**src/hw/rtl/gpr_pkg.sv**
```systemverilog
`default_nettype none
package gpr_pkg;
  localparam int unsigned VramBytes   = 16384;
  localparam int unsigned SpriteCount = 32;
  localparam int unsigned AddrW       = 14;
  localparam logic [13:0] NameTable   = 14'h1800;
  localparam logic [13:0] UpperTable  = 14'h2000;
  localparam int unsigned QueueDepth  = 2;

  // Register indexes of the configuration port.
  localparam logic [2:0] RegBackdrop  = 3'd0;
  localparam logic [2:0] RegColUpper  = 3'd1;
  localparam logic [2:0] RegPatUpper  = 3'd2;
  localparam logic [2:0] RegAttrBase  = 3'd3;
  localparam logic [2:0] RegSprPatBase = 3'd4;

  // One classified command passed from the front to the back.
  typedef struct packed {
    logic        is_query;
    logic [13:0] mem_address;
    logic [7:0]  mem_data;
    logic [7:0]  pixel_x;
    logic [7:0]  pixel_y;
  } cmd_t;

  function automatic logic [31:0] palette(input logic [3:0] idx);
    logic [31:0] c;
    case (idx)
      4'd0:  c = 32'h000000ff;
      4'd1:  c = 32'h010101ff;
      4'd2:  c = 32'h3eb849ff;
      4'd3:  c = 32'h74d07dff;
      4'd4:  c = 32'h5955e0ff;
      4'd5:  c = 32'h8076f1ff;
      4'd6:  c = 32'hb95e51ff;
      4'd7:  c = 32'h65dbefff;
      4'd8:  c = 32'hdb6559ff;
      4'd9:  c = 32'hff897dff;
      4'd10: c = 32'hfcc35eff;
      4'd11: c = 32'hded087ff;
      4'd12: c = 32'h3aa241ff;
      4'd13: c = 32'hb766b5ff;
      4'd14: c = 32'hccccccff;
      default: c = 32'hffffffff;
    endcase
    return c;
  endfunction
endpackage
`default_nettype wire

```
**src/hw/rtl/gpr_front.sv**
```systemverilog
`default_nettype none
module gpr_front (
  input  wire logic          clk_i,
  input  wire logic          rst_ni,
  input  wire logic          in_valid_i,
  output logic               in_ready_o,
  input  wire logic          kind_i,
  input  wire logic [13:0]   mem_address_i,
  input  wire logic [7:0]    mem_data_i,
  input  wire logic [7:0]    pixel_x_i,
  input  wire logic [7:0]    pixel_y_i,
  output logic               cmd_valid_o,
  input  wire logic          cmd_ready_i,
  output gpr_pkg::cmd_t      cmd_o
);
  import gpr_pkg::*;

  logic valid_q;
  cmd_t cmd_q;

  assign in_ready_o  = !valid_q || cmd_ready_i;
  assign cmd_valid_o = valid_q;
  assign cmd_o       = cmd_q;

  // Input register: classify each transfer as a write or a query.
  always_ff @(posedge clk_i or negedge rst_ni) begin
    if (!rst_ni) begin
      valid_q <= 1'b0;
    end else if (in_ready_o) begin
      valid_q <= in_valid_i;
    end
  end

  always_ff @(posedge clk_i) begin
    if (in_ready_o && in_valid_i) begin
      cmd_q.is_query    <= kind_i;
      cmd_q.mem_address <= mem_address_i;
      cmd_q.mem_data    <= mem_data_i;
      cmd_q.pixel_x     <= pixel_x_i;
      cmd_q.pixel_y     <= pixel_y_i;
    end
  end
endmodule
`default_nettype wire

```
**config.mk**
```make
export PLATFORM = sky130hd
export DESIGN_NAME = gpr_front
export DESIGN_NICKNAME = d
export VERILOG_FILES = /design/src/hw/rtl/gpr_pkg.sv /design/src/hw/rtl/gpr_front.sv
export SDC_FILE = /design/constraint.sdc
export NUM_CORES = 1
export LEC_CHECK = 0
export ABC_AREA = 0
export BUFFER_PORTS_ARGS = -buffer_cell sky130_fd_sc_hd__clkbuf_2
export CAP_MARGIN = 20
export CORE_MARGIN = 2
export CORE_UTILIZATION = 43
export CTS_CLUSTER_DIAMETER = 120
export DETAILED_ROUTE_END_ITERATION = 10
export PLACE_DENSITY = 0.8
export SLEW_MARGIN = 20
export SYNTH_ARGS = -nofsm -noshare
export SYNTH_HDL_FRONTEND = slang
export SYNTH_SLANG_ARGS = --single-unit
```
**constraint.sdc**
```tcl
create_clock -name clk_i -period 2 [get_ports clk_i]
set_clock_uncertainty 0.1 [all_clocks]
set_input_delay 0.1 -clock clk_i [delete_from_list [all_inputs] [get_ports clk_i]]
set_output_delay 0.1 -clock clk_i [all_outputs]
set_load 0.05 [all_outputs]
```
==> flow_results.xml <==
<?xml version="1.0" encoding="UTF-8"?>
<metrics>
  <group name="status">
    <metric name="run_status" unit="">complete, no violations</metric>
  </group>
  <group name="placed_design">
    <metric name="i_o_buffers" unit="">83</metric>
    <metric name="place_congestion" unit="">0.6781</metric>
    <metric name="placed_cells" unit="">157</metric>
  </group>
  <group name="sta">
    <metric name="shortest_clock_period_the_worst_path_allows_after_layout" unit="ns">1.450</metric>
    <metric name="post-route-period-util" unit="">0.7252</metric>
    <metric name="hold_viol" unit="">0</metric>
    <metric name="final_count_of_negative_setup_slack_endpoints" unit="">0</metric>
    <metric name="report.final.slew_viol_count" unit="">0</metric>
    <metric name="fmaxAchievable" unit="MHz">689.4</metric>
    <metric name="max_transition_margin" unit="">0.6730</metric>
    <metric name="slew_of_the_pin_with_the_lowest_slew_margin" unit="ns">0.4905</metric>
    <metric name="unrepaired_setup_endpoints_after_global_routing" unit="">false</metric>
    <metric name="whs" unit="ns">0.3654</metric>
    <metric name="timing.setup.tns" unit="ns">0</metric>
  </group>
  <group name="synth">
    <metric name="synth-seq-cells" unit="">40</metric>
    <metric name="postSynthNetCount" unit="">86</metric>
    <metric name="ys_seq_area_frac" unit="">0.9765</metric>
    <metric name="synth_largest_area_cell" unit="">sky130_fd_sc_hd__edfxtp_1</metric>
    <metric name="post_synth.cell_area_avg" unit="sq um">28.49</metric>
    <metric name="post_synth_and_or_nand_nor_area_fraction" unit="">0.02349</metric>
    <metric name="muxShareOfSynthArea" unit="">0</metric>
    <metric name="synth_compound_area_frac" unit="">0</metric>
    <metric name="syn-cell-area" unit="sq mm">0.001225</metric>
    <metric name="synth.yosys.warnings" unit="">0</metric>
    <metric name="synth_top_family_by_area" unit="">simple AND/OR/NAND/NOR gates</metric>
    <metric name="synth_area_in_adders" unit="">0</metric>
    <metric name="netlist_instances" unit="">43</metric>
    <metric name="portion_of_synthesized_cell_area_occupied_by_the_leading_cell_type" unit="">0.9561</metric>
    <metric name="ys_types" unit="">5</metric>
    <metric name="synth_area_leaders" unit="">sky130_fd_sc_hd__edfxtp_1 96%, sky130_fd_sc_hd__dfrtp_1 2.0%, sky130_fd_sc_hd__nand2b_4 1.1%, sky130_fd_sc_hd__and2_4 0.72%, sky130_fd_sc_hd__nand2b_1 0.51%</metric>
    <metric name="synth_xor_xnor_area_share" unit="">0</metric>
  </group>
  <group name="global_route">
    <metric name="maximum_number_of_pins_on_one_net_before_global_route_repair" unit="">40</metric>
    <metric name="grt_util_all_layers" unit="">0.2123</metric>
    <metric name="first_global_vias" unit="">976</metric>
    <metric name="grt_antenna_before_repair" unit="">0</metric>
    <metric name="wire_length_of_the_first_global_routing_pass" unit="mm">4.761</metric>
    <metric name="grt_overflow_total" unit="">0</metric>
  </group>
  <group name="final_layout">
    <metric name="antenna_cells_inserted" unit="">0</metric>
    <metric name="layout-area-overhead-vs-synth" unit="%">78.75</metric>
    <metric name="final_layout_size_suffix_gt1_frac" unit="">0.5254</metric>
    <metric name="utilization" unit="">0.8009</metric>
    <metric name="finalNonFillerCells" unit="">208</metric>
    <metric name="finish.net_count" unit="">219</metric>
  </group>
  <group name="floorplan">
    <metric name="die_w" unit="um">57.37</metric>
    <metric name="die_area" unit="sq mm">0.003291</metric>
    <metric name="initial_core_util" unit="">0.4481</metric>
    <metric name="placeableCoreArea" unit="sq mm">0.002734</metric>
    <metric name="design.portCount" unit="">84</metric>
    <metric name="chipHeight" unit="um">57.37</metric>
    <metric name="num_rows" unit="">19</metric>
  </group>
  <group name="detailed_routing">
    <metric name="wire_per_inst" unit="um">15.19</metric>
    <metric name="routed-via-count" unit="">923</metric>
    <metric name="drt-total-wl" unit="mm">3.160</metric>
    <metric name="via_per_inst" unit="">4.438</metric>
    <metric name="drt_pre_antenna_iters" unit="">4</metric>
    <metric name="antenna_violating_nets_post_route" unit="">0</metric>
    <metric name="remaining_drc_errors" unit="">0</metric>
    <metric name="dr.first_iter.drc_count" unit="">29</metric>
  </group>
  <group name="worst_setup_path">
    <metric name="setup.worst_path.start_class" unit="">flop</metric>
    <metric name="cp_data_arrival_time" unit="ns">1.35</metric>
    <metric name="critPathRequiredTime" unit="ns">1.89</metric>
    <metric name="worstPathMaxFanout" unit="">39</metric>
    <metric name="rrSetupSlack" unit="ns">0.55</metric>
    <metric name="worst-setup-path-type" unit="">reg -&gt; reg</metric>
    <metric name="timing.critical_path.to_type" unit="">flop</metric>
    <metric name="ff2ff_path_depth" unit="">2</metric>
    <metric name="r2r_end" unit="">cmd_o[38]$_DFFE_PP_</metric>
    <metric name="rr_startpoint" unit="">cmd_valid_o$_DFFE_PN0P_</metric>
  </group>
  <group name="clock_tree">
    <metric name="tritoncts" unit="">done</metric>
    <metric name="cts_root_buf" unit="">sky130_fd_sc_hd__clkbuf_4</metric>
    <metric name="cts.repair.resized" unit="">0</metric>
    <metric name="cts-buffers-inserted" unit="">5</metric>
    <metric name="htreeDepth" unit="">2</metric>
    <metric name="path_clk_slew" unit="ns">0.11</metric>
    <metric name="cts.path.max_buffers" unit="">2</metric>
    <metric name="clkSinkCount" unit="">40</metric>
    <metric name="clock_insertion_delay_worst_skew" unit="ns">0.34</metric>
  </group>
  <group name="worst_hold_path">
    <metric name="holdCritPathClass" unit="">in -&gt; reg</metric>
    <metric name="hold_path_startpoint" unit="">pixel_x_i[0]</metric>
    <metric name="worst_hold_path_endpoint" unit="">cmd_o[8]$_DFFE_PP_</metric>
    <metric name="worst_hold_depth" unit="">2</metric>
  </group>
  <group name="power_and_ir_drop">
    <metric name="maximum_ir_drop_on_the_vdd_rail" unit="uV">725.9</metric>
    <metric name="power.leakage" unit="uW">0.0009625</metric>
    <metric name="pwr_density_cell" unit="mW/mm^2">843.1</metric>
  </group>
  <group name="job">
    <metric name="cap_viol_max_count" unit="">0</metric>
  </group>
</metrics>
registers in the layout, summed over array words and instances, names as in the netlist:
signal       flops
cmd_o           39
cmd_valid_o      1
per-stage QoR:
| step | instance area [sq um] | total power (uW) | setup WS (ns) |
|---|---|---|---|
| floorplan | 1225 | 1188 | 0.2944 |
| global placement | 1679 | 1267 | 0.6289 |
| detailed placement | 1679 | 1274 | 0.5716 |
| CTS | 2190 | 1853 | 0.5617 |
| global route | 2190 | 1911 | 0.4925 |
| finish | 2190 | 1846 | 0.5495 |
cells by family (layout without fill, tap and decap cells):
| kind of cell | after synthesis | in the layout |
|---|---|---|
| buffers and inverters | 0 | 134 |
| DFF | 40 | 40 |
| and+or+nand+nor | 3 | 3 |
critical path, stage by stage, from the launching register on:
cell,delay [ns]
sky130_fd_sc_hd__dfrtp_1,0.43
sky130_fd_sc_hd__nand2b_4,0.10
sky130_fd_sc_hd__and2_4,0.47
power breakdown:
part / switching, uW / internal (uW)
sequential: 13.9 / 975
combinational: 222 / 115
clock: 259 / 261
area by class of cell:
| class | instances | area (sq um) |
|---|---|---|
| Sequential cell | 40 | 1196 |
| Timing Repair Buffer | 126 | 845.8 |
| Fill cell | 142 | 544.3 |
| Clock inverter | 3 | 42.54 |
| Tap cell | 31 | 38.79 |
| Clock buffer | 5 | 37.54 |
| Multi-Input combinational cell | 3 | 28.78 |
synth_stat cells:
master / instances
sky130_fd_sc_hd__dfrtp_1: 1
sky130_fd_sc_hd__edfxtp_1: 39
sky130_fd_sc_hd__nand2b_1: 1
sky130_fd_sc_hd__nand2b_4: 1
sky130_fd_sc_hd__and2_4: 1
how the worst max path moves through the flow:
stage | startpoint | endpoint | slack, ns | cells past startpoint
CTS | cmd_valid_o$_DFFE_PN0P_ | cmd_o[38]$_DFFE_PP_ | 0.56 | 2
global placement | cmd_valid_o$_DFFE_PN0P_ | cmd_o[33]$_DFFE_PP_ | 0.63 | 2
detailed placement | cmd_valid_o$_DFFE_PN0P_ | cmd_o[34]$_DFFE_PP_ | 0.57 | 2
floorplan | cmd_valid_o$_DFFE_PN0P_ | cmd_o[0]$_DFFE_PP_ | 0.29 | 2
global route | cmd_valid_o$_DFFE_PN0P_ | cmd_o[38]$_DFFE_PP_ | 0.49 | 2
finish | cmd_valid_o$_DFFE_PN0P_ | cmd_o[38]$_DFFE_PP_ | 0.55 | 2
cell usage in the layout, fill, tap and decap left out:
master | netlist | routed
sky130_fd_sc_hd__clkbuf_2 | 0 | 83
sky130_fd_sc_hd__dlygate4sd3_1 | 0 | 43
sky130_fd_sc_hd__edfxtp_1 | 39 | 39
sky130_fd_sc_hd__clkbuf_4 | 0 | 5
sky130_fd_sc_hd__nand2b_4 | 1 | 1
sky130_fd_sc_hd__nand2b_1 | 1 | 1
sky130_fd_sc_hd__and2_4 | 1 | 1
sky130_fd_sc_hd__bufinv_16 | 0 | 1
sky130_fd_sc_hd__clkinvlp_4 | 0 | 1
sky130_fd_sc_hd__clkinv_2 | 0 | 1
sky130_fd_sc_hd__dfrtp_1 | 1 | 1
per-layer routing:
metal,vias up,global-route usage,wire [um]
met4,0,0.08306,61
met2,49,0.4042,1878
met5,-,0,0
met3,8,0.09297,252
li1,436,-,-
met1,430,0.1915,968
repair_timing:
| item | CTS | global route |
|---|---|---|
| setup buffers | 0 | 0 |
| hold buffers | 43 | 0 |
| endpoints found under the hold margin | 41 | 0 |
| setup endpoints to repair | 0 | 0 |
Power figures use the tool's default switching activity.
