File: src/hw/rtl/gpr_pkg.sv
`default_nettype none
package gpr_pkg;
  localparam int unsigned VramBytes   = 16384;
  localparam int unsigned SpriteCount = 32;
  localparam int unsigned AddrW       = 14;
  localparam logic [13:0] NameTable   = 14'h1800;
  localparam logic [13:0] UpperTable  = 14'h2000;
  localparam int unsigned QueueDepth  = 2;

  // Register indexes of the configuration port.
  localparam logic [2:0] RegBackdrop  = 3'd0;
  localparam logic [2:0] RegColUpper  = 3'd1;
  localparam logic [2:0] RegPatUpper  = 3'd2;
  localparam logic [2:0] RegAttrBase  = 3'd3;
  localparam logic [2:0] RegSprPatBase = 3'd4;

  // One classified command passed from the front to the back.
  typedef struct packed {
    logic        is_query;
    logic [13:0] mem_address;
    logic [7:0]  mem_data;
    logic [7:0]  pixel_x;
    logic [7:0]  pixel_y;
  } cmd_t;

  function automatic logic [31:0] palette(input logic [3:0] idx);
    logic [31:0] c;
    case (idx)
      4'd0:  c = 32'h000000ff;
      4'd1:  c = 32'h010101ff;
      4'd2:  c = 32'h3eb849ff;
      4'd3:  c = 32'h74d07dff;
      4'd4:  c = 32'h5955e0ff;
      4'd5:  c = 32'h8076f1ff;
      4'd6:  c = 32'hb95e51ff;
      4'd7:  c = 32'h65dbefff;
      4'd8:  c = 32'hdb6559ff;
      4'd9:  c = 32'hff897dff;
      4'd10: c = 32'hfcc35eff;
      4'd11: c = 32'hded087ff;
      4'd12: c = 32'h3aa241ff;
      4'd13: c = 32'hb766b5ff;
      4'd14: c = 32'hccccccff;
      default: c = 32'hffffffff;
    endcase
    return c;
  endfunction
endpackage
`default_nettype wire

File: src/hw/rtl/gpr_queue.sv
`default_nettype none
module gpr_queue (
  input  wire logic          clk_i,
  input  wire logic          rst_ni,
  input  wire logic          in_valid_i,
  output logic               in_ready_o,
  input  wire gpr_pkg::cmd_t in_cmd_i,
  output logic               out_valid_o,
  input  wire logic          out_ready_i,
  output gpr_pkg::cmd_t      out_cmd_o
);
  import gpr_pkg::*;

  cmd_t       mem_q [QueueDepth];
  logic       wptr_q, rptr_q;
  logic [1:0] cnt_q;

  assign in_ready_o  = (cnt_q != 2'(QueueDepth));
  assign out_valid_o = (cnt_q != 2'd0);
  assign out_cmd_o   = mem_q[rptr_q];

  // Two-entry queue between the front and the back.
  always_ff @(posedge clk_i or negedge rst_ni) begin
    if (!rst_ni) begin
      wptr_q <= 1'b0;
      rptr_q <= 1'b0;
      cnt_q  <= 2'd0;
    end else begin
      if (in_valid_i && in_ready_o) begin
        wptr_q <= ~wptr_q;
      end
      if (out_valid_o && out_ready_i) begin
        rptr_q <= ~rptr_q;
      end
      cnt_q <= cnt_q + 2'(in_valid_i && in_ready_o) - 2'(out_valid_o && out_ready_i);
    end
  end

  always_ff @(posedge clk_i) begin
    if (in_valid_i && in_ready_o) begin
      mem_q[wptr_q] <= in_cmd_i;
    end
  end
endmodule
`default_nettype wire

File: config.mk
export PLATFORM = sky130hd
export DESIGN_NAME = gpr_queue
export DESIGN_NICKNAME = d
export VERILOG_FILES = /design/src/hw/rtl/gpr_pkg.sv /design/src/hw/rtl/gpr_queue.sv
export SDC_FILE = /design/constraint.sdc
export NUM_CORES = 1
export LEC_CHECK = 0
export ABC_CLOCK_PERIOD_IN_PS = 3300
export BUFFER_PORTS_ARGS = -buffer_cell sky130_fd_sc_hd__buf_2
export CAP_MARGIN = 30
export CORE_MARGIN = 2
export CORE_UTILIZATION = 35
export CTS_BUF_LIST = sky130_fd_sc_hd__clkbuf_8 sky130_fd_sc_hd__clkbuf_16
export CTS_CLUSTER_SIZE = 25
export DETAILED_ROUTE_END_ITERATION = 8
export PLACE_DENSITY = 0.55
export RECOVER_POWER = 50
export SLEW_MARGIN = 0
export SYNTH_ARGS = -nofsm -noshare
export SYNTH_HDL_FRONTEND = slang
export SYNTH_SLANG_ARGS = --single-unit
File: constraint.sdc
create_clock -name clk_i -period 3.3 [get_ports clk_i]
set_input_delay 0.33 -clock clk_i [delete_from_list [all_inputs] [get_ports clk_i]]
set_output_delay 0.33 -clock clk_i [all_outputs]
set_load 0.02 [all_outputs]
==> results of run 1 <==
[worst max-delay path, stage by stage (launching register included)]
cell,delay (ps)
dfrtp_2,990
mux2_2,430
buf_2,160
[cell type report]
| type | count | area, µm² | share of cell area, % |
|---|---|---|---|
| flip-flops and latches | 82 | 2444 | 64.84 |
| multi-input cells | 51 | 541.8 | 14.38 |
| repair buffers | 86 | 437.9 | 11.62 |
| well taps | 105 | 131.4 | 3.486 |
| clock buffers | 9 | 123.9 | 3.287 |
| clock inverters | 7 | 86.33 | 2.291 |
| inverters | 1 | 3.754 | 0.09960 |
[cells in the final DEF, fill, tap and decap left out]
master          n
edfxtp_1       78
buf_2          65
mux2_2         39
clkbuf_1       18
clkbuf_8        9
inv_1           3
xnor2_1         3
dfrtp_1         3
ha_1            2
clkinv_2        2
bufinv_16       2
or2_0           1
and2_4          1
nand2b_1        1
nand2_1         1
and3_1          1
nor2_4          1
xor2_1          1
clkinv_4        1
dlygate4sd3_1   1
buf_16          1
buf_4           1
dfrtp_2         1
[layer usage]
metal	share of wire [%]	track usage, %	wire, µm	vias up
met5	0	0	0	-
met4	1.5	5.850	75	0
met3	5.5	3.902	279	6
met2	50	17.57	2525	53
met1	43	14.83	2208	759
li1	-	-	-	723
[worst min-delay path by stage]
stage	from	to	slack [ps]	cells after the start
2_1_floorplan	rst_ni	cnt_q[0]	30	0
3_3_place_gp	rst_ni	cnt_q[0]	140	1
3_5_place_dp	rst_ni	cnt_q[0]	150	1
4_1_cts	in_cmd_i[31]	mem_q[0][31]	150	1
5_1_grt	in_cmd_i[32]	mem_q[0][32]	140	1
6_report	in_cmd_i[31]	mem_q[0][31]	170	1
[what timing repair did]
| item | CTS | global route |
|---|---|---|
| hold buffers | 1 | 0 |
| resized for setup | 0 | 0 |
| hold endpoints to repair | 4 | 0 |
[report_power, final]
group          leakage, nW  internal [mW]  total, mW  switching (mW)
logic                0.502          0.467       1.08           0.609
registers            0.770           1.42       1.58           0.155
clock network        0.116          0.420      0.760           0.340
total                 1.39           2.31       3.42            1.10
[registers in the layout, indices dropped and copies added (netlist names)]
register and cells:
cnt_q 2, mem_q 78, rptr_q 1, wptr_q 1
[kinds of logic after synthesis]
family	Yosys count
XOR/XNOR	4
adder cells (fa/ha/maj)	2
buffers and inverters	5
flip-flops	82
multiplexers	39
AND/OR/NAND/NOR	6
[synthesized netlist by cell type]
cell	number	area, µm²
nand2b_1	1	6.260
and2_4	1	8.760
buf_6	4	45.04
xor2_1	1	8.760
xnor2_1	3	26.28
and3_1	1	6.260
nand2_1	1	3.750
edfxtp_1	78	2342
ha_1	2	25.02
dfrtp_1	4	100.1
inv_1	1	3.750
mux2_2	39	439.2
nor2_1	1	3.750
or2_1	1	6.260
[stage by stage]
| step | worst slack (ps) | cell area (µm²) | hold slack (ps) |
|---|---|---|---|
| 6_report | 1048 | 3769 | 167.5 |
| 5_1_grt | 909.2 | 3769 | 143.8 |
| 4_1_cts | 964.0 | 3792 | 152.0 |
| 3_5_place_dp | 1345 | 3572 | 145.7 |
| 3_3_place_gp | 1338 | 3545 | 143.3 |
| 2_1_floorplan | 462.2 | 3025 | 34.41 |
==> reports/metrics.csv, run 1 <==
stage;metric;value;unit
outcome;status;finished, final reports clean;
grt;grt_start_max_net_pins;41;
yosys;synthXorXnorAreaFrac;1.158;%
setup_path;r2r_end;mem_q[1][10];
setup_path;crit_required;2970;ps
setup_path;r2r_slack;1320;ps
floorplanning;core;0.008299;mm²
setup_path;endpoint;out_cmd_o[24];
cts;clkLatencyLatePin;340;ps
flow_run;cap_violations;0;
setup_path;cp-start-kind;register;
finish;n_antenna_cell;0;
timing;tightestPinTransition;1087;ps
finish;utilization;45.41;%
timing;setup_tns;0;ps
yosys;synth_top_family_by_area;multiplexers;
yosys;ys_seq_elements;82;
finish;drive_gt1_share;52.12;%
timing;rsz0062_at_grt;no;
cts;path_clk_slew;90;ps
routing;first_iter_violations;39;
routing;drc;0;
yosys;synth_compound_area_share;0;%
setup_path;crit_type;register to output port;
setup_path;critPathMaxFanout;40;
setup_path;cp-startpoint;rptr_q;
finish;area_delta_synth_final;24.57;%
setup_path;critPathArrivalTime;1920;ps
finish;fillCellCount;748;
finish;instances_no_fill;341;
grt;grt_overflow;0;
placement;dp.cells;324;
yosys;netlist_area;0.003025;mm²
yosys;synthAdderAreaFrac;0.8271;%
placement;portBuffers;83;
grt;antenna_found_initial;0;
routing;wl_per_cell;14.92;µm
routing;via_per_inst;4.519;
placement;place_hpwl;3.253;mm
timing;finalClockSkew;9.943;ps
floorplanning;io_pins;84;
yosys;seq_area_frac_synth;80.73;%
cts;clockBufferDepth;2;
grt;grt_pass1_wl;8.252;mm
timing;slew_violations;0;
floorplanning;start_util;36.45;%
cts;post_cts_buffers;0;
timing;timing.slew.headroom;27.51;%
floorplanning;fp.dieH;96.98;µm
timing;setup_viol;0;
yosys;synth_simple_gate_area_share;1.158;%
cts;cts_tree;done;
timing;fmaxAchievable;444.0;MHz
timing;period_share;68.25;%
yosys;synth.net_count;183;
yosys;yosysUniqueCellTypes;14;
power;power_leakage;1.387;nW
yosys;muxShareOfSynthArea;14.52;%
cts;cts_root_buf;clkbuf_8;
floorplanning;rows;33;
finish;fin_nets;276;
routing;wirelength;5.088;mm
setup_path;rr_worst_depth;3;
floorplanning;die-area;0.009404;mm²
timing;hold_violations;0;
floorplanning;die_w;96.98;µm
timing;period_needed;2252;ps
yosys;syn_avg_cell_area;21.92;µm²
routing;routed-via-count;1541;
grt;grtUsageTotal;11.58;%
yosys;yosys_warnings;0;
power;ir_drop;609.0;µV
cts;cts_buffers;9;
cts;ctsHtreeMaxLevel;3;
power;power;3.415;mW
routing;drtPass1Iterations;4;
power;power_density;906.3;mW/mm²
setup_path;worst_setup_path_end_kind;output port;
worst_hold_path;hold_path.class;input pin to register;
setup_path;r2r_start;cnt_q[1];
routing;ant_nets;0;
placement;gp_congestion;0.6970;
yosys;syn_inst;138;
grt;grt_pass1_vias;1602;
cts;cts.sinks;82;
Power figures use the tool's default switching activity.
==> run 2: changes to the inputs <==
--- a/config.mk
+++ b/config.mk
@@ -5,7 +5,8 @@
 export SDC_FILE = /design/constraint.sdc
 export NUM_CORES = 1
 export LEC_CHECK = 0
-export ABC_CLOCK_PERIOD_IN_PS = 3300
+export ABC_AREA = 1
+export ABC_CLOCK_PERIOD_IN_PS = 2200
 export BUFFER_PORTS_ARGS = -buffer_cell sky130_fd_sc_hd__buf_2
 export CAP_MARGIN = 30
 export CORE_MARGIN = 2
==> constraint.sdc (replaced) <==
create_clock -name clk_i -period 2.2 [get_ports clk_i]
set_input_delay 0.22 -clock clk_i [delete_from_list [all_inputs] [get_ports clk_i]]
set_output_delay 0.22 -clock clk_i [all_outputs]
set_load 0.02 [all_outputs]
==> reports/metrics.csv, run 2 <==
stage;metric;value;unit;change
outcome;status;finished, final reports clean;;
timing;hold_violations;0;;unchanged
timing;rsz0062_at_grt;no;;
timing;finalClockSkew;7.959;ps;-1.984 ps
grt;grtUsageTotal;12.14;%;+0.56 points
yosys;netlist_area;0.003115;mm²;+3.0%
yosys;synth_edf_count;78;;unchanged
yosys;yosys_most_used_dff;edfxtp_1;;
floorplanning;io_pins;84;;unchanged
timing;slew_violations;0;;unchanged
floorplanning;start_util;35.90;%;-0.55 points
grt;grt_pass1_vias;1808;;+13%
yosys;yosysUniqueCellTypes;12;;-2
timing;timing.slew.headroom;32.45;%;+4.9 points
placement;portBuffers;83;;unchanged
finish;n_antenna_cell;0;;unchanged
setup_path;critPathArrivalTime;1740;ps;-180 ps
yosys;ys_seq_elements;82;;unchanged
finish;instances_no_fill;440;;+29%
finish;largest-register;mem_q;;
grt;grt_overflow;0;;unchanged
cts;cts.sinks;82;;unchanged
floorplanning;die_w;98.35;µm;+1.4%
yosys;synth_top_area_share;75.18;%;-2.2 points
cts;cts_tree;done;;
timing;period_needed;1958;ps;
grt;grt_pass1_wl;8.749;mm;+6.0%
finish;final_cell_mix;130 x nand2_1, 78 x edfxtp_1, 59 x buf_2, 24 x clkbuf_1, 11 x clkbuf_8;;
cts;cts_root_buf;clkbuf_8;;
routing;drc;0;;unchanged
setup_path;crit_type;register to output port;;
finish;fin_nets;372;;+35%
setup_path;crit_required;1980;ps;-990 ps
routing;ant_nets;0;;unchanged
power;ir_drop;763.8;µV;+25%
yosys;yosysMostFrequentCell;nand2_1;;
yosys;yosys_warnings;0;;unchanged
yosys;syn_avg_cell_area;13.20;µm²;-40%
timing;setup_viol;0;;unchanged
finish;fillCellCount;841;;+12%
floorplanning;fp.dieH;98.35;µm;+1.4%
yosys;async_flop_share;4.878;%;unchanged
routing;via_per_inst;4.277;;-5.4%
routing;first_iter_violations;71;;+82%
yosys;seq_area_frac_synth;78.39;%;-2.3 points
worst_hold_path;hold_path.class;input pin to register;;
setup_path;critPathMaxFanout;25;;-38%
timing;period_share;89.02;%;
flow_run;cap_violations;0;;unchanged
yosys;synth.net_count;281;;+54%
yosys;ys_top_cells_by_area;edfxtp_1 75%, nand2_1 16%, dfrtp_1 3.2%;;
cts;clockBufferDepth;2;;unchanged
setup_path;cp-start-kind;register;;
yosys;yosys-top-cells-count;130 x nand2_1, 78 x edfxtp_1, 8 x inv_1;;
cts;clkLatencyLatePin;340;ps;about the same
placement;dp.cells;423;;+31%
cts;cts_buffers;9;;unchanged
placement;place_hpwl;3.536;mm;+8.7%
floorplanning;die-area;0.009672;mm²;+2.8%
grt;grt_start_max_net_pins;41;;unchanged
finish;top_regs;mem_q: 78 flops, cnt_q: 2 flops;;
cts;ctsHtreeMaxLevel;3;;unchanged
placement;gp_congestion;0.7040;;+1.0%
cts;path_clk_slew;70;ps;-20 ps
routing;drtPass1Iterations;3;;-1
floorplanning;rows;34;;+3.0%
timing;fmaxAchievable;510.6;MHz;
grt;antenna_found_initial;0;;unchanged
finish;drive_gt1_share;24.40;%;-28 points
yosys;syn_inst;236;;+71%
finish;largest_register_ffs;78;;unchanged
timing;setup_tns;0;ps;unchanged
power;power_density;1351;mW/mm²;+49%
setup_path;worst_setup_path_end_kind;output port;;
power;power_leakage;1.615;nW;+16%
yosys;yosysTopAreaCell;edfxtp_1;;
timing;tightestPinTransition;1013;ps;-74.11 ps
routing;wirelength;5.560;mm;+9.3%
routing;routed-via-count;1882;;+22%
finish;final_common_cell;nand2_1;;
finish;area_delta_synth_final;20.92;%;
floorplanning;core;0.008678;mm²;+4.6%
routing;wl_per_cell;12.64;µm;-15%
run 2: cell count changes in the layout (fill, tap and decap cells not counted), sizes merged, moves of 2 or more:
| cell | delta |
|---|---|
| clkbuf | +8 |
| xnor2 | -3 |
| inv | +7 |
| buf | -3 |
| bufinv | -2 |
| nand3 | +3 |
| nand2 | +129 |
| mux2 | -39 |
run 2: kinds of logic (layout without fill, tap and decap cells):
group	Yosys count	after routing	synth area share [%]
fa+ha+maj	2	2	0.8031
flops	82	82	78.39
simple gates	134	134	16.43
buf+inv	18	114	4.377
run 2: cell type report:
| type | instances | area (µm²) | area share [%] |
|---|---|---|---|
| clock buffers | 11 | 151.4 | 4.019 |
| clock inverters | 5 | 22.52 | 0.5978 |
| inverters | 9 | 41.29 | 1.096 |
| multi-input cells | 136 | 544.3 | 14.45 |
| flip-flops and latches | 82 | 2444 | 64.86 |
| well taps | 108 | 135.1 | 3.587 |
| repair buffers | 89 | 429.2 | 11.39 |
run 2: timing repair:
item                      4_1_cts  5_1_grt
gates resized for setup         0        0
hold buffers                    1        0
hold endpoints to repair        4        0
buffers inserted                0        0
run 2: critical path: stages, from the launching register on:
cell     delay, ps
dfrtp_2        720
buf_4          330
nand2_1         80
nand2_1         90
buf_2          160
run 2: worst paths after layout:
kind | startpoint | to | slack (ps) | depth (start not counted)
max | rptr_q | out_cmd_o[5] | 240 | 4
min | in_cmd_i[10] | mem_q[1][10] | 60 | 1
max reg2reg | cnt_q[1] | mem_q[0][13] | 360 | 4
min reg2reg | wptr_q | wptr_q | 480 | 2
max in group asynchronous | rst_ni | rptr_q | 1700 | 2
min in group asynchronous | rst_ni | cnt_q[0] | 270 | 2
run 2: through the flow:
stage	power [mW]	hold WS, ps	instance area, µm²	setup WS, ps	utilization (%)
3_3_place_gp	4.226	42.53	3617	589.2	41.68
6_report	5.092	63.48	3767	241.6	43.41
2_1_floorplan	3.673	-75.59	3118	45.08	-
3_5_place_dp	4.243	38.50	3617	586.8	41.68
4_1_cts	5.177	43.00	3801	196.5	43.80
5_1_grt	5.436	37.25	3767	66.69	43.41
run 2: routing by layer:
metal	share of wire (%)	track usage, %
met1	44	14.23
met2	48	20.20
met3	5.3	3.364
met4	2.3	6.639
met5	0	0
run 2: power breakdown:
part | switching [mW] | internal (mW) | total (mW)
Sequential | 0.161 | 2.13 | 2.29
Clock | 0.479 | 0.458 | 0.937
Combinational | 1.32 | 0.537 | 1.86
==> run 3: changes to the inputs <==
--- a/config.mk
+++ b/config.mk
@@ -6,7 +6,7 @@
 export NUM_CORES = 1
 export LEC_CHECK = 0
 export ABC_AREA = 1
-export ABC_CLOCK_PERIOD_IN_PS = 2200
+export ABC_CLOCK_PERIOD_IN_PS = 2290
 export BUFFER_PORTS_ARGS = -buffer_cell sky130_fd_sc_hd__buf_2
 export CAP_MARGIN = 30
 export CORE_MARGIN = 2
==> constraint.sdc (replaced) <==
create_clock -name clk_i -period 2.29 [get_ports clk_i]
set_input_delay 0.229 -clock clk_i [delete_from_list [all_inputs] [get_ports clk_i]]
set_output_delay 0.229 -clock clk_i [all_outputs]
set_load 0.02 [all_outputs]
==> reports/metrics.csv, run 3 (synthesized netlist as in run 2, its figures left out) <==
stage;metric;value;unit;change
outcome;status;finished, final reports clean;;
worst_hold_path;hold_path.class;input pin to register;;
grt;grt_start_max_net_pins;41;;unchanged
floorplanning;io_pins;84;;unchanged
floorplanning;die-area;0.009672;mm²;unchanged
finish;regArea;0.002444;mm²;unchanged
timing;setup_tns;0;ps;unchanged
finish;largest_register_ffs;78;;unchanged
routing;wl_per_cell;13.09;µm;+3.6%
finish;final_common_cell;nand2_1;;
floorplanning;rows;34;;unchanged
routing;wirelength;5.734;mm;+3.1%
setup_path;rr_worst_depth;4;;unchanged
power;share_seq_of_total_power;43.0;%;-2.0 points
timing;slew_violations;0;;unchanged
power;switching_share;37.52;%;-1.1 points
routing;ant_nets;0;;unchanged
setup_path;worst_setup_path_end_kind;output port;;
setup_path;cp-start-kind;register;;
cts;cts_resized;0;;unchanged
timing;fmaxAchievable;525.7;MHz;
floorplanning;core;0.008678;mm²;unchanged
setup_path;critPathArrivalTime;1670;ps;-70 ps
routing;first_iter_violations;49;;-31%
routing;via_per_inst;4.247;;-0.72%
finish;fillCellCount;843;;+0.24%
cts;cts_tree;done;;
routing;drc;0;;unchanged
power;power_leakage;1.623;nW;+0.50%
finish;drive_gt1_share;24.85;%;+0.45 points
cts;clkLatencyLatePin;340;ps;about the same
finish;instances_no_fill;438;;-0.45%
finish;fin_nets;370;;-0.54%
grt;grtUsageTotal;12.31;%;+0.17 points
timing;finalClockSkew;8.864;ps;+0.9058 ps
placement;place_hpwl;3.664;mm;+3.6%
flow_run;cap_violations;0;;unchanged
worst_hold_path;min_from;in_cmd_i[10];;
timing;hold_violations;0;;unchanged
worst_hold_path;hold_depth;1;;unchanged
timing;rsz0062_at_grt;no;;
timing;period_needed;1902;ps;
power;switchingPower;1.901;mW;-3.2%
timing;setup_viol;0;;unchanged
placement;portBuffers;83;;unchanged
worst_hold_path;min_to;mem_q[0][10];;
floorplanning;die_w;98.35;µm;unchanged
setup_path;crit_type;register to output port;;
cts;cts.sinks;82;;unchanged
finish;top_regs;mem_q: 78 flops, cnt_q: 2 flops;;
routing;drtPass1Iterations;4;;+1
grt;grt_pass1_vias;1804;;-0.22%
finish;multiInputGateArea;539.3;µm²;-0.92%
routing;routed-via-count;1860;;-1.2%
setup_path;r2r_start;cnt_q[1];;
setup_path;r2r_end;mem_q[0][20];;
power;power_density;1334;mW/mm²;-1.3%
power;p_int;3.167;mW;+1.3%
finish;largest-register;mem_q;;
setup_path;r2r_slack;450;ps;+90 ps
cts;cts_buffers;9;;unchanged
timing;period_share;83.06;%;
setup_path;critPathMaxFanout;26;;+4.0%
placement;gp_congestion;0.8019;;+14%
floorplanning;start_util;35.90;%;unchanged
grt;grt_overflow;0;;unchanged
power;p_comb_share;35.5;%;-1.1 points
cts;clockBufferDepth;2;;unchanged
cts;path_clk_slew;80;ps;about the same
finish;final_cell_mix;130 x nand2_1, 78 x edfxtp_1, 61 x buf_2, 22 x clkbuf_1, 9 x clkbuf_8;;
grt;antenna_found_initial;0;;unchanged
power;power_frac_clock;21.4;%;+3.0 points
finish;n_antenna_cell;0;;unchanged
power;ir_drop;503.9;µV;-34%
setup_path;crit_required;2060;ps;+80 ps
finish;area_delta_synth_final;21.93;%;
cts;cts_root_buf;clkbuf_8;;
timing;timing.slew.headroom;29.50;%;-2.9 points
grt;grt_pass1_wl;8.949;mm;+2.3%
cts;ctsHtreeMaxLevel;3;;unchanged
timing;tightestPinTransition;1058;ps;+44.25 ps
floorplanning;fp.dieH;98.35;µm;unchanged
placement;dp.cells;421;;-0.47%
[run 3: cell types whose count changed in the layout (fill, tap and decap cells not counted), moves of 2 or more]
cell	change
buf_2	+2
bufinv_16	+2
clkbuf_8	-2
clkbuf_1	-2
buf_4	-3
[run 3: layout make-up]
| type | count | area share [%] |
|---|---|---|
| Multi-Input combinational cell | 136 | 14.20 |
| Clock buffer | 9 | 3.261 |
| Timing Repair Buffer | 87 | 11.33 |
| Tap cell | 108 | 3.557 |
| Sequential cell | 82 | 64.33 |
| Inverter | 9 | 1.087 |
| Clock inverter | 7 | 2.240 |
[run 3: power groups by stage]
stage / logic, mW / registers (mW) / clock network [mW]
2_1_floorplan: 1.38 / 2.15 / 0
3_3_place_gp: 1.87 / 2.20 / 0
3_5_place_dp: 1.87 / 2.21 / 0
4_1_cts: 1.88 / 2.18 / 1.12
5_1_grt: 2.02 / 2.22 / 1.17
6_report: 1.80 / 2.18 / 1.09
[run 3: worst max-delay path, cell delays in order, from the launching register on]
cell     delay (ps)
dfrtp_2         600
buf_4           370
nand2_1          80
nand2_1         100
buf_2           170
[run 3: stage by stage]
stage / utilization, % / total power [mW] / setup WS [ps] / cell area, µm² / hold slack (ps)
after floorplan: - / 3.529 / 135.1 / 3118 / -66.59
after global placement: 41.65 / 4.069 / 730.8 / 3615 / 45.68
after detailed placement: 41.65 / 4.085 / 703.5 / 3615 / 45.05
after CTS: 44.18 / 5.185 / 317.6 / 3834 / 52.02
after global routing: 43.77 / 5.411 / 206.1 / 3799 / 59.14
final: 43.77 / 5.068 / 387.9 / 3799 / 72.29
[run 3: routing by layer]
| metal | share of wire, % | wire length, µm | track usage, % | vias to the layer above |
|---|---|---|---|---|
| met5 | 0 | 0 | 0 | - |
| met4 | 2.6 | 147 | 7.271 | 0 |
| met3 | 5.4 | 307 | 2.577 | 11 |
| met2 | 48 | 2741 | 19.52 | 58 |
| met1 | 44 | 2537 | 15.63 | 832 |
| li1 | - | - | - | 959 |
[run 3: how the worst max path moves through the flow]
stage,startpoint,cells past startpoint,slack [ps],endpoint
3_5_place_dp,cnt_q[0],5,700,mem_q[1][29]
5_1_grt,rptr_q,4,210,out_cmd_o[12]
3_3_place_gp,cnt_q[1],4,730,mem_q[1][29]
4_1_cts,rptr_q,4,320,out_cmd_o[14]
6_report,rptr_q,4,390,out_cmd_o[14]
2_1_floorplan,cnt_q[1],3,140,mem_q[1][0]
[run 3: repair_timing]
item / in CTS / in global routing
setup buffers: 0 / 0
setup endpoints to repair: 0 / 0
endpoints found under the hold margin: 4 / 0
hold buffers: 1 / 0
